[src/rtl/emr_pkg.sv]
package emr_pkg;

  localparam int PORTS_DEF = 4;
  localparam int DIV_DW    = 48;
  localparam int DIV_VW    = 30;
  localparam logic [15:0] ONE_Q14 = 16'd16384;
  localparam logic [15:0] TWO_Q14 = 16'd32768;

  typedef struct packed {
    logic               active;
    logic               ease;
    logic               fall;
    logic [16:0]        phase;
    logic [31:0]        elapsed;
    logic [15:0]        dur;
    logic signed [15:0] start_a;
    logic signed [15:0] end_a;
    logic signed [15:0] cur;
  } chan_t;

  typedef struct packed {
    logic              start;
    logic [DIV_DW-1:0] dividend;
    logic [DIV_VW-1:0] divisor;
  } div_req_t;

  typedef struct packed {
    logic              done;
    logic [DIV_DW-1:0] quot;
    logic              rem_nz;
  } div_rsp_t;

  typedef enum logic [3:0] {
    S_IDLE, S_SRD, S_SWR, S_TRD, S_TCHK, S_RDIV, S_ELAP,
    S_SNAP, S_MUL, S_IDIV, S_WB, S_OUT
  } state_t;

endpackage

[src/rtl/emr_div.sv]
module emr_div (
  input  logic              clk,
  input  logic              rst_n,
  input  emr_pkg::div_req_t req,
  output emr_pkg::div_rsp_t rsp
);
  import emr_pkg::*;

  localparam int CNTW = $clog2(DIV_DW + 1);

  logic              busy_r, busy_nxt;
  logic              done_r, done_nxt;
  logic [CNTW-1:0]   cnt_r, cnt_nxt;
  logic [DIV_DW-1:0] quo_r, quo_nxt;
  logic [DIV_VW-1:0] rem_r, rem_nxt;
  logic [DIV_VW-1:0] dvs_r, dvs_nxt;
  logic [DIV_VW:0]   shifted;
  logic [DIV_VW:0]   trial;

  always_comb begin
    busy_nxt = busy_r;
    done_nxt = 1'b0;
    cnt_nxt  = cnt_r;
    quo_nxt  = quo_r;
    rem_nxt  = rem_r;
    dvs_nxt  = dvs_r;
    shifted  = {rem_r, quo_r[DIV_DW-1]};
    trial    = shifted - {1'b0, dvs_r};
    if (req.start) begin
      busy_nxt = 1'b1;
      cnt_nxt  = '0;
      quo_nxt  = req.dividend;
      rem_nxt  = '0;
      dvs_nxt  = req.divisor;
    end else if (busy_r) begin
      if (!trial[DIV_VW]) begin
        rem_nxt = trial[DIV_VW-1:0];
        quo_nxt = {quo_r[DIV_DW-2:0], 1'b1};
      end else begin
        rem_nxt = shifted[DIV_VW-1:0];
        quo_nxt = {quo_r[DIV_DW-2:0], 1'b0};
      end
      cnt_nxt = cnt_r + 1'b1;
      if (cnt_r == CNTW'(DIV_DW - 1)) begin
        busy_nxt = 1'b0;
        done_nxt = 1'b1;
      end
    end
  end

  always_ff @(posedge clk) begin
    if (!rst_n) begin
      busy_r <= 1'b0;
      done_r <= 1'b0;
      cnt_r  <= '0;
    end else begin
      busy_r <= busy_nxt;
      done_r <= done_nxt;
      cnt_r  <= cnt_nxt;
    end
    quo_r <= quo_nxt;
    rem_r <= rem_nxt;
    dvs_r <= dvs_nxt;
  end

  assign rsp.done   = done_r;
  assign rsp.quot   = quo_r;
  assign rsp.rem_nz = |rem_r;

endmodule

[src/rtl/eased_multichannel_ramp.sv]
// Bank of PORTS x 3 eased setpoint ramps (pitch, yaw, roll for each port).
// Input channel: in_valid/in_stall. A start transaction (in_command 0) arms
// a glide on one channel (read, then write) and gives no result. A tick
// transaction (in_command 1) walks every channel in order, port-major then
// axis, and gives one result per channel, in_stall staying high until the
// last result (out_last) has been taken.
// Per channel a tick reads and checks the channel; an idle channel goes
// straight to its result. A gliding one gets its speed ratio from the
// shared restoring divider when easing mid-phase, advances its elapsed time,
// then snaps to the target or divides again to interpolate, and is written back.
// Output channel: out_valid/out_stall. The result stays registered and
// steady while out_stall is high; the walk resumes once it is taken.
// Reset (rst_n low, synchronous) clears all channels to idle at angle zero.
// The channel store needs no clearing pass.
module eased_multichannel_ramp #(
  parameter int PORTS = emr_pkg::PORTS_DEF
) (
  input  logic               clk,
  input  logic               rst_n,
  input  logic               in_valid,
  output logic               in_stall,
  input  logic               in_command,
  input  logic [1:0]         in_port,
  input  logic [1:0]         in_axis,
  input  logic [15:0]        in_duration_ms,
  input  logic signed [15:0] in_target_angle,
  input  logic [9:0]         in_frame_ms,
  output logic               out_valid,
  input  logic               out_stall,
  output logic [1:0]         out_port,
  output logic [1:0]         out_axis,
  output logic signed [15:0] out_angle,
  output logic               out_busy_res,
  output logic               out_last
);
  import emr_pkg::*;

  localparam int NCH = PORTS * 3;
  localparam int CW  = (NCH > 1) ? $clog2(NCH) : 1;

  state_t state_r, state_nxt;

  chan_t           mem [NCH];
  logic [NCH-1:0]  written_r;
  chan_t           rd_q_r;
  logic            rd_v_r;
  logic [CW-1:0]   ra;
  logic            mem_we;
  chan_t           mem_wd;
  logic [CW-1:0]   mem_wa;

  logic [CW-1:0]   ch_r;
  logic [1:0]      port_r;
  logic [1:0]      axis_r;
  logic [CW-1:0]   sidx_r;
  logic [15:0]     sdur_r;
  logic [15:0]     stgt_r;
  logic [9:0]      frame_r;
  chan_t           wk_r;
  logic [15:0]     r_r;
  logic [46:0]     prod_r;
  logic            neg_r;
  logic signed [15:0] oangle_r;
  logic            obusy_r;

  div_req_t dreq;
  div_rsp_t drsp;

  logic [5:0]  sidx_full;
  logic        sidx_ok;
  chan_t       c;
  logic        ease_path;
  logic [16:0] ph;
  logic        over;
  logic        need_div;
  logic        is_last;
  logic [31:0] elap_nxt;
  logic        snap;
  logic signed [16:0] diff;
  logic [16:0] mag;
  logic [15:0] ceil_q;
  chan_t       tchk_wk;
  logic [15:0] tchk_r;
  chan_t       snap_wk;

  emr_div u_div (
    .clk   (clk),
    .rst_n (rst_n),
    .req   (dreq),
    .rsp   (drsp)
  );

  always_comb begin
    sidx_full = 6'({in_port, 1'b0}) + 6'(in_port) + 6'(in_axis);
    sidx_ok   = (in_axis <= 2'd2) && (6'(in_port) < 6'(PORTS));
    c         = rd_v_r ? rd_q_r : '0;
    ease_path = c.active && c.ease && (c.dur != 16'd0);
    ph        = c.phase + 17'(frame_r);
    over      = {ph, 1'b0} > 18'(c.dur);
    need_div  = ease_path && !over;
    is_last   = (ch_r == CW'(NCH - 1));
    elap_nxt  = wk_r.elapsed + (32'(frame_r) * 32'(r_r));
    snap      = (wk_r.dur == 16'd0) || (wk_r.elapsed >= {2'b00, wk_r.dur, 14'd0});
    diff      = {wk_r.end_a[15], wk_r.end_a} - {wk_r.start_a[15], wk_r.start_a};
    mag       = diff[16] ? 17'(-diff) : 17'(diff);
    ceil_q    = drsp.quot[15:0] + 16'(drsp.rem_nz);
    tchk_wk   = c;
    tchk_r    = ONE_Q14;
    if (ease_path) begin
      tchk_wk.phase = over ? 17'd0 : ph;
      if (over) begin
        tchk_wk.fall = !c.fall;
        tchk_r       = c.fall ? 16'd0 : TWO_Q14;
      end
    end
    snap_wk = wk_r;
    if (snap) begin
      snap_wk.cur    = wk_r.end_a;
      snap_wk.active = 1'b0;
    end
  end

  always_comb begin
    state_nxt = state_r;
    case (state_r)
      S_IDLE: begin
        if (in_valid) begin
          if (in_command) begin
            state_nxt = S_TRD;
          end else if (sidx_ok) begin
            state_nxt = S_SRD;
          end
        end
      end
      S_SRD:  state_nxt = S_SWR;
      S_SWR:  state_nxt = S_IDLE;
      S_TRD:  state_nxt = S_TCHK;
      S_TCHK: begin
        if (!c.active) begin
          state_nxt = S_OUT;
        end else if (need_div) begin
          state_nxt = S_RDIV;
        end else begin
          state_nxt = S_ELAP;
        end
      end
      S_RDIV: if (drsp.done) state_nxt = S_ELAP;
      S_ELAP: state_nxt = S_SNAP;
      S_SNAP: state_nxt = snap ? S_WB : S_MUL;
      S_MUL:  state_nxt = S_IDIV;
      S_IDIV: if (drsp.done) state_nxt = S_WB;
      S_WB:   state_nxt = S_OUT;
      S_OUT: begin
        if (!out_stall) begin
          state_nxt = is_last ? S_IDLE : S_TRD;
        end
      end
      default: state_nxt = S_IDLE;
    endcase
  end

  always_comb begin
    in_stall      = (state_r != S_IDLE);
    out_valid     = (state_r == S_OUT);
    ra            = (state_r == S_SRD) ? sidx_r : ch_r;
    mem_we        = (state_r == S_SWR) || (state_r == S_WB);
    mem_wa        = (state_r == S_SWR) ? sidx_r : ch_r;
    mem_wd        = wk_r;
    if (state_r == S_SWR) begin
      mem_wd.active  = 1'b1;
      mem_wd.ease    = sdur_r > 16'({frame_r, 1'b0});
      mem_wd.fall    = 1'b0;
      mem_wd.phase   = '0;
      mem_wd.elapsed = '0;
      mem_wd.dur     = sdur_r;
      mem_wd.start_a = c.cur;
      mem_wd.end_a   = stgt_r;
      mem_wd.cur     = c.cur;
    end
    dreq.start    = 1'b0;
    dreq.dividend = {15'd0, ph, 16'd0};
    dreq.divisor  = 30'(c.dur);
    if (state_r == S_TCHK) begin
      dreq.start = need_div;
    end else if (state_r == S_MUL) begin
      dreq.start    = 1'b1;
      dreq.dividend = 48'(prod_r);
      dreq.divisor  = {wk_r.dur, 14'd0};
    end
  end

  always_ff @(posedge clk) begin
    if (mem_we) begin
      mem[mem_wa] <= mem_wd;
    end
    rd_q_r <= mem[ra];
  end

  always_ff @(posedge clk) begin
    if (!rst_n) begin
      state_r   <= S_IDLE;
      written_r <= '0;
      rd_v_r    <= 1'b0;
      ch_r      <= '0;
      port_r    <= '0;
      axis_r    <= '0;
    end else begin
      state_r <= state_nxt;
      rd_v_r  <= written_r[ra];
      if (mem_we) begin
        written_r[mem_wa] <= 1'b1;
      end
      if (state_r == S_IDLE && in_valid && in_command) begin
        ch_r   <= '0;
        port_r <= '0;
        axis_r <= '0;
      end else if (state_r == S_OUT && !out_stall && !is_last) begin
        ch_r <= ch_r + 1'b1;
        if (axis_r == 2'd2) begin
          axis_r <= '0;
          port_r <= port_r + 1'b1;
        end else begin
          axis_r <= axis_r + 1'b1;
        end
      end
    end
  end

  always_ff @(posedge clk) begin
    case (state_r)
      S_IDLE: begin
        sidx_r  <= sidx_full[CW-1:0];
        sdur_r  <= in_duration_ms;
        stgt_r  <= in_target_angle;
        frame_r <= in_frame_ms;
      end
      S_TCHK: begin
        wk_r     <= tchk_wk;
        oangle_r <= c.cur;
        obusy_r  <= 1'b0;
        r_r      <= tchk_r;
      end
      S_RDIV: begin
        if (drsp.done) begin
          r_r <= wk_r.fall ? (TWO_Q14 - ceil_q) : drsp.quot[15:0];
        end
      end
      S_ELAP: wk_r.elapsed <= elap_nxt;
      S_SNAP: begin
        wk_r   <= snap_wk;
        prod_r <= 47'(mag) * 47'(wk_r.elapsed[29:0]);
        neg_r  <= diff[16];
      end
      S_IDIV: begin
        if (drsp.done) begin
          wk_r.cur <= neg_r ? (wk_r.start_a - drsp.quot[15:0])
                            : (wk_r.start_a + drsp.quot[15:0]);
        end
      end
      S_WB: begin
        oangle_r <= wk_r.cur;
        obusy_r  <= wk_r.active;
      end
      default: ;
    endcase
  end

  assign out_port     = port_r;
  assign out_axis     = axis_r;
  assign out_angle    = oangle_r;
  assign out_busy_res = obusy_r;
  assign out_last     = is_last;

endmodule

[config.mk]
export PLATFORM = sky130hd
export DESIGN_NAME = eased_multichannel_ramp
export DESIGN_NICKNAME = d
export VERILOG_FILES = /design/src/rtl/emr_pkg.sv /design/src/rtl/emr_div.sv /design/src/rtl/eased_multichannel_ramp.sv
export SDC_FILE = /design/constraint.sdc
export NUM_CORES = 2
export LEC_CHECK = 0
export BUFFER_PORTS_ARGS = -buffer_cell sky130_fd_sc_hd__buf_2
export CAP_MARGIN = 5
export CORE_UTILIZATION = 64
export CTS_CLUSTER_SIZE = 30
export DETAILED_ROUTE_END_ITERATION = 6
export HOLD_SLACK_MARGIN = 0.15
export PLACE_DENSITY = 0.8
export SKIP_CTS_REPAIR_TIMING = 1
export SYNTH_ARGS = -nofsm -noshare
export SYNTH_HDL_FRONTEND = slang
export SYNTH_SLANG_ARGS = --single-unit
[constraint.sdc]
create_clock -name clk -period 10.5 [get_ports clk]
set_clock_uncertainty 0.2 [all_clocks]
set_input_delay 2.1 -clock clk [delete_from_list [all_inputs] [get_ports clk]]
set_output_delay 2.1 -clock clk [all_outputs]
set_load 0.1 [all_outputs]
## Word-level counts from Yosys, hierarchy flattened

Memory sizes are Yosys's and may differ from the RTL's. A register that Yosys moved wholly into a read port is not among the register bits.
Cells that the tools add are included.

- Memories: 1
- Word-level logic and storage cells: 168
- Register bits: 384
- Output and inout port bits: 24
- RAM bits: 1392
- Input port bits: 51

Memories:

| name | depth | bits a word | rd ports | clocked after memory_dff | wr ports | RTL line | source |
|---|---|---|---|---|---|---|---|
| mem | 12 | 116 | 1 | 1 | 1 | eased_multichannel_ramp.sv:43 | `chan_t mem [NCH];` |

- Bitwise logic cells: 5
- Multiplexer cells: 52
- Add/sub/neg operators: 15
- Multiply operators: 2
- Reduce and logical (&&, ||, !) cells: 35
- Magnitude comparators: 7
- Eq/ne operators: 20

Operators by type and width:

| cell | number |
|---|---|
| 116-bit two-way mux | 2 |
| 16-bit two-way mux | 8 |
| 48-bit two-way mux | 2 |
| 79-bit two-way mux | 1 |
| 78-bit two-way mux | 1 |
| 16-bit case mux with 2 select lines | 2 |
| 32-bit case mux with 2 select lines | 1 |
| 16-bit case mux with 3 select lines | 1 |
| 17-bit by 30-bit multiplier with 47-bit output | 1 |
| 4-bit case mux with 11 select lines | 1 |
| 20-bit case mux with 2 select lines | 1 |
| 4-bit two-way mux | 9 |
| 17-bit two-way mux | 2 |
| 32-bit by 26-bit adder with 32-bit output | 1 |
| 32-bit by 30-bit >= comparator with 1-bit output | 1 |
| 31-bit by 30-bit subtractor with 31-bit output | 1 |
| 30-bit two-way mux | 1 |
| 30-bit OR reduction | 1 |
| 10-bit by 16-bit multiplier with 26-bit output | 1 |
| 4-bit == test (second input constant) | 5 |
| 18-bit by 16-bit > comparator with 1-bit output | 1 |
| 18-bit two-way mux | 1 |
| 17-bit by 10-bit adder with 17-bit output | 1 |
| 17-bit negator | 1 |
| other kinds (43) | 89 |

## Logic depth before layout (Yosys ltp)

- Depth in word-level cells: 8
- Gate-level depth with buffers: 37
- Depth with buffers taken out: 35

## Cells and area by module

A second synthesis with hierarchy kept.

- Cells, all modules: 8569
- Area total of the unflattened synthesis: 101449.8 um^2

Modules (own cells, without submodules):

| module | seq. area each (um^2) | instances | area each (um^2) | cells each |
|---|---|---|---|---|
| eased_multichannel_ramp | 51919.8 | 1 | 94874.7 | 7941 |
| emr_div | 3103.0 | 1 | 6575.1 | 628 |

## Worst setup path after synthesis

No wires, ideal clock.

- Path type: register to register
- Start point: register wk_r (netlist bit snap_wk[32])
- End point: register prod_r[45], data pin
- Setup time: 0.265 ns
- Slack: 1.357 ns
- Arrival time: 8.678 ns
- Period minus slack after synthesis: 9.143 ns
- Buffers on the path: 3
- Required time: 10.035 ns
- Cell stages (with the launch flop): 37
- Path through: edfxtp_1 > ha_1 > fa_1 > nor2b_1 > o31a_1 > o211ai_1 > a21boi_1 > o2111ai_1 > a41oi_1 > inv_2 > buf_2 > nand2_1 > xnor2_1 > clkbuf_1 > nand2_1 > fa_1 > inv_1 > fa_1 > inv_1 > fa_1 > inv_1 > fa_1 > fa_1 > inv_1 > fa_1 > inv_1 > ha_1 > clkbuf_1 > a2111oi_0 > o21ai_0 > a221oi_1 > o2111ai_1 > a41oi_1 > o21ai_0 > a41oi_1 > o21ai_0 > xor2_1

- Longest elaborated chain between the ends: 4

RTL lines:

| what | RTL line | source |
|---|---|---|
| from (decl) | eased_multichannel_ramp.sv:59 | `chan_t wk_r;` |
| from (signal assigned) | eased_multichannel_ramp.sv:238 | `wk_r <= tchk_wk;` |
| from (signal assigned) | eased_multichannel_ramp.sv:250 | `wk_r <= snap_wk;` |
| 16-bit by 16-bit subtractor with 17-bit output * | eased_multichannel_ramp.sv:104 | `diff = {wk_r.end_a[15], wk_r.end_a} - {wk_r.start_a[15], wk_r.start_a};` |
| via diff[16] | eased_multichannel_ramp.sv:79 | `logic signed [16:0] diff;` |
| 17-bit negator | eased_multichannel_ramp.sv:105 | `mag = diff[16] ? 17'(-diff) : 17'(diff);` |
| 17-bit two-way mux * | eased_multichannel_ramp.sv:105 |  |
| 17-bit by 30-bit multiplier with 47-bit output * | eased_multichannel_ramp.sv:251 | `prod_r <= 47'(mag) * 47'(wk_r.elapsed[29:0]);` |
| to (signal assigned) | eased_multichannel_ramp.sv:251 |  |
| to (decl) | eased_multichannel_ramp.sv:61 | `logic [46:0] prod_r;` |

Mark *: on every way through the listed nets, which the timed path passes. The rest lies on a longest branch.
A chain may end at the register's enable or synchronous reset.

## Worst setup path after layout

- Start point: register wk_r (netlist bit snap_wk[32])
- End point: register prod_r[39], data pin

- Longest elaborated chain between the ends: 4

RTL lines:

| what | RTL line |
|---|---|
| 16-bit by 16-bit subtractor with 17-bit output * | eased_multichannel_ramp.sv:104 |
| 17-bit negator | eased_multichannel_ramp.sv:105 |
| 17-bit two-way mux * | eased_multichannel_ramp.sv:105 |
| 17-bit by 30-bit multiplier with 47-bit output * | eased_multichannel_ramp.sv:251 |

Every way passes the cells marked *; elsewhere a longest branch is shown, timed or not.

==> impl_metrics.yaml <==
worst_setup_path:
  path_buf_inv: 9
  critPathCapture: "prod_r[39]$_DFFE_PP_"
  slowest_stage: "fa_1"
  r2r_cells: 36
  crit_arrival_ns: 10.43
  crit_top_cell: "fa_1"
  rrSetupSlack_ns: 0.47
  end_kind: "flop"
  crit_start: "snap_wk[32]$_SDFFCE_PN0P_"
  crit_family: "adder cells"
  r2r-end: "prod_r[39]$_DFFE_PP_"
  start_kind: "flop"
  cp_num_cells: 36
  worst_ep_required_time_ns: 10.91
  worstReg2RegStart: "snap_wk[32]$_SDFFCE_PN0P_"
  worst-path-max-fanout: 15
  critPathMaxStageDelay_ns: 0.55
  path_class: "reg2reg"
route:
  wire_per_inst_um: 26.2
  vias_per_cell: 6.49
  vias: 70300
  drt_iter0_markers: 9060
  wirelength_um: 284000
  firstDrtPassIters: 7
  drc_errors: 3
  drtAntennaViolNets: 0
clock_network:
  root_buffer: "clkbuf_16"
  clkTransAtPathRegs_ns: 0.07
  clockBufferDepth: 3
  clock_sinks: 1892
  clock_latency_ns: 0.86
  cts-htree-levels: 4
  cts_tree: "done"
  cts_buffers: 185
global_route:
  grt-ovfl-total: 0
  grt_pass1_vias: 71100
  grt_max_degree: 187
  grt_usage_pct: 36.1
  grt_antenna_before_repair: 14
  grt_pass1_wl_um: 428000
final_layout:
  final_core_util_pct: 70.7
  drive_gt1_share_pct: 8.47
  fin_nets: 9554
  syn2layout_area_growth_pct: 9.30
yosys:
  synth_area_leaders: "edfxtp_1, fa_1, nand2_1"
  synthFlopType: "edfxtp_1"
  synth_area_per_cell_um2: 11.7
  synth_cell_types: 86
  synth_nets: 9602
  ys_seq_elements: 1892
  yosysTopAreaCell: "edfxtp_1"
  seq_area_frac_synth_pct: 54.4
  synth-edff-count: 1713
  async_reset_ff_share_pct: 0
  synthCells: 8653
  ys.warnings.count: 0
  netlist.area_leader.share_pct: 50.8
  synthesis.area_um2: 101000
floorplan:
  die_w_um: 400
  core_um2: 157000
  fp.dieH_um: 400
  fp.dieArea_um2: 160000
  start_util_pct: 64.7
  rows: 145
  ios: 75
timing:
  setup_viol: 0
  hold_ws_ns: 0.264
  hold_viol_final: 0
  min_period_ns: 10.03
  fin_ws_ns: 0.473
  setup_tns_ns: 0
  fmax_ghz: 0.0997
  period_share_pct: 95.5
  slew_headroom_pct: 10.0
  slew_violations: 0
  rsz0062_at_grt: "no"
  worstMarginPinSlew_ns: 1.34
placed_design:
  pre_cts_ws_ns: 0.153
  port-buffer-count: 74
  hpwl_um: 176000
  place_congestion: 0.973
flow_run:
  maxCapViolations: 0
hold_path:
  hp-class: "reg2reg"
status:
  failed_checks: "design-rule violations"
  outcome: "finished, violations left"
pwr:
  p_leak_nw: 43.5
  powerDensity_nw_per_um2: 252
  peakVddDrop_v: 0.000345
[layer usage]
layer / part of all wire (%) / GRT usage, % / vias to the layer above
met5: 0.041 / 0 / -
met1: 35 / 47.5 / 34600
li1: - / - / 29800
met3: 13 / 9.76 / 1021
met4: 5.9 / 18.6 / 16
met2: 45 / 55.4 / 4900
[logic make-up after synthesis]
kind of cell	synth area share [%]
AOI/OAI and AO/OA	7.28
adders and majority gates	15.3
and+or+nand+nor	13.2
xor gates and xnor gates	1.39
muxes	3.42
buffers and inverters	5.14
DFF	54.4
[synth_stat cells, drive strengths merged (11+ instances only)]
cell type  count
a22oi         19
a31oi        147
and2         289
o211ai        24
nand2       1693
fa           561
a311oi       120
mux4         119
xnor2        114
nor2         366
inv          885
a21o          70
or3           17
nor4          28
o21bai        19
nand2b        43
xor2          47
a21boi        12
nand4         22
a211oi        32
clkbuf       428
dfxtp        179
a22o          14
ha           337
mux2i         66
and3         138
nor3          48
o21ai        215
nand3        306
edfxtp      1713
o2111ai       12
o31ai         17
a21oi        269
buf           58
nor2b         22
o22ai         13
o21a          55
o221ai        11
[through the flow]
| step | std cells | power (mW) | area, um2 |
|---|---|---|---|
| 3_3_place_gp | 10500 | 20.4 | 104000 |
| 2_1_floorplan | 8653 | 17.3 | 101000 |
| 4_1_cts | 10800 | 27.7 | 110000 |
| 3_5_place_dp | 10500 | 20.7 | 104000 |
| 6_report | 10800 | 27.9 | 111000 |
| 5_1_grt | 10800 | 29.3 | 111000 |
[cell type report]
cell class | instances | area, um2
sequential | 1892 | 55000
fill | 10300 | 45900
multi-input combinational | 5390 | 41500
clock buffer | 246 | 5010
inverter | 886 | 3330
tap | 2058 | 2570
timing repair buffer | 250 | 1810
clock inverter | 105 | 1430
antenna | 6 | 15.0
[report_power, final]
group | internal (mW) | leakage, nW | switching (mW)
Sequential | 9.42 | 17.4 | 0.449
Combinational | 3.95 | 23.0 | 7.12
Clock | 3.96 | 3.11 | 3.01
[worst min-delay path by stage]
| stage | from | endpoint | slack [ns] | depth (start not counted) |
|---|---|---|---|---|
| floorplan | written_r[10]$_SDFFE_PN0N_ | written_r[10]$_SDFFE_PN0N_ | 0.24 | 1 |
| global placement | written_r[1]$_SDFFE_PN0N_ | written_r[1]$_SDFFE_PN0N_ | 0.24 | 1 |
| detailed placement | written_r[5]$_SDFFE_PN0N_ | written_r[5]$_SDFFE_PN0N_ | 0.25 | 1 |
| CTS | written_r[5]$_SDFFE_PN0N_ | written_r[5]$_SDFFE_PN0N_ | 0.26 | 1 |
| global route | written_r[5]$_SDFFE_PN0N_ | written_r[5]$_SDFFE_PN0N_ | 0.28 | 1 |
| finish | written_r[0]$_SDFFE_PN0N_ | written_r[0]$_SDFFE_PN0N_ | 0.26 | 1 |
[registers in the layout (all words and copies together), names as in the netlist, 4 cells and up]
register	cells
mem	1392
stgt_r	16
prod_r	47
ch_r	4
u_div.rem_r	30
state_r	4
u_div.dvs_r	30
wk_r	17
sdur_r	16
frame_r	10
sidx_r	4
rd_q_r	116
u_div.cnt_r	6
r_r	16
out_angle	16
u_div.quo_r	48
snap_wk	99
written_r	12
[worst register-to-register path: cells and delay by family (launching register included)]
family,cells,cell delay [ns]
fa+ha+maj,9,4.17
compound gates,10,2.42
buf+inv,9,1.26
simple gates,6,0.87
xor+xnor,2,0.49
flops,1,0.42
[cell usage in the layout (no fill, tap or decap), types with 119 or more instances in the layout]
| cell | count |
|---|---|
| nand2_1 | 1690 |
| a311oi_1 | 120 |
| o21ai_0 | 209 |
| fa_1 | 561 |
| edfxtp_1 | 1713 |
| nor2_1 | 352 |
| nand3_1 | 306 |
| and2_1 | 288 |
| a21oi_1 | 269 |
| dfxtp_1 | 177 |
| clkbuf_16 | 185 |
| buf_4 | 162 |
| mux4_2 | 119 |
| and3_1 | 138 |
| ha_1 | 337 |
| a31oi_1 | 146 |
| inv_1 | 881 |
No activity file was read; power rests on OpenSTA's default activity.
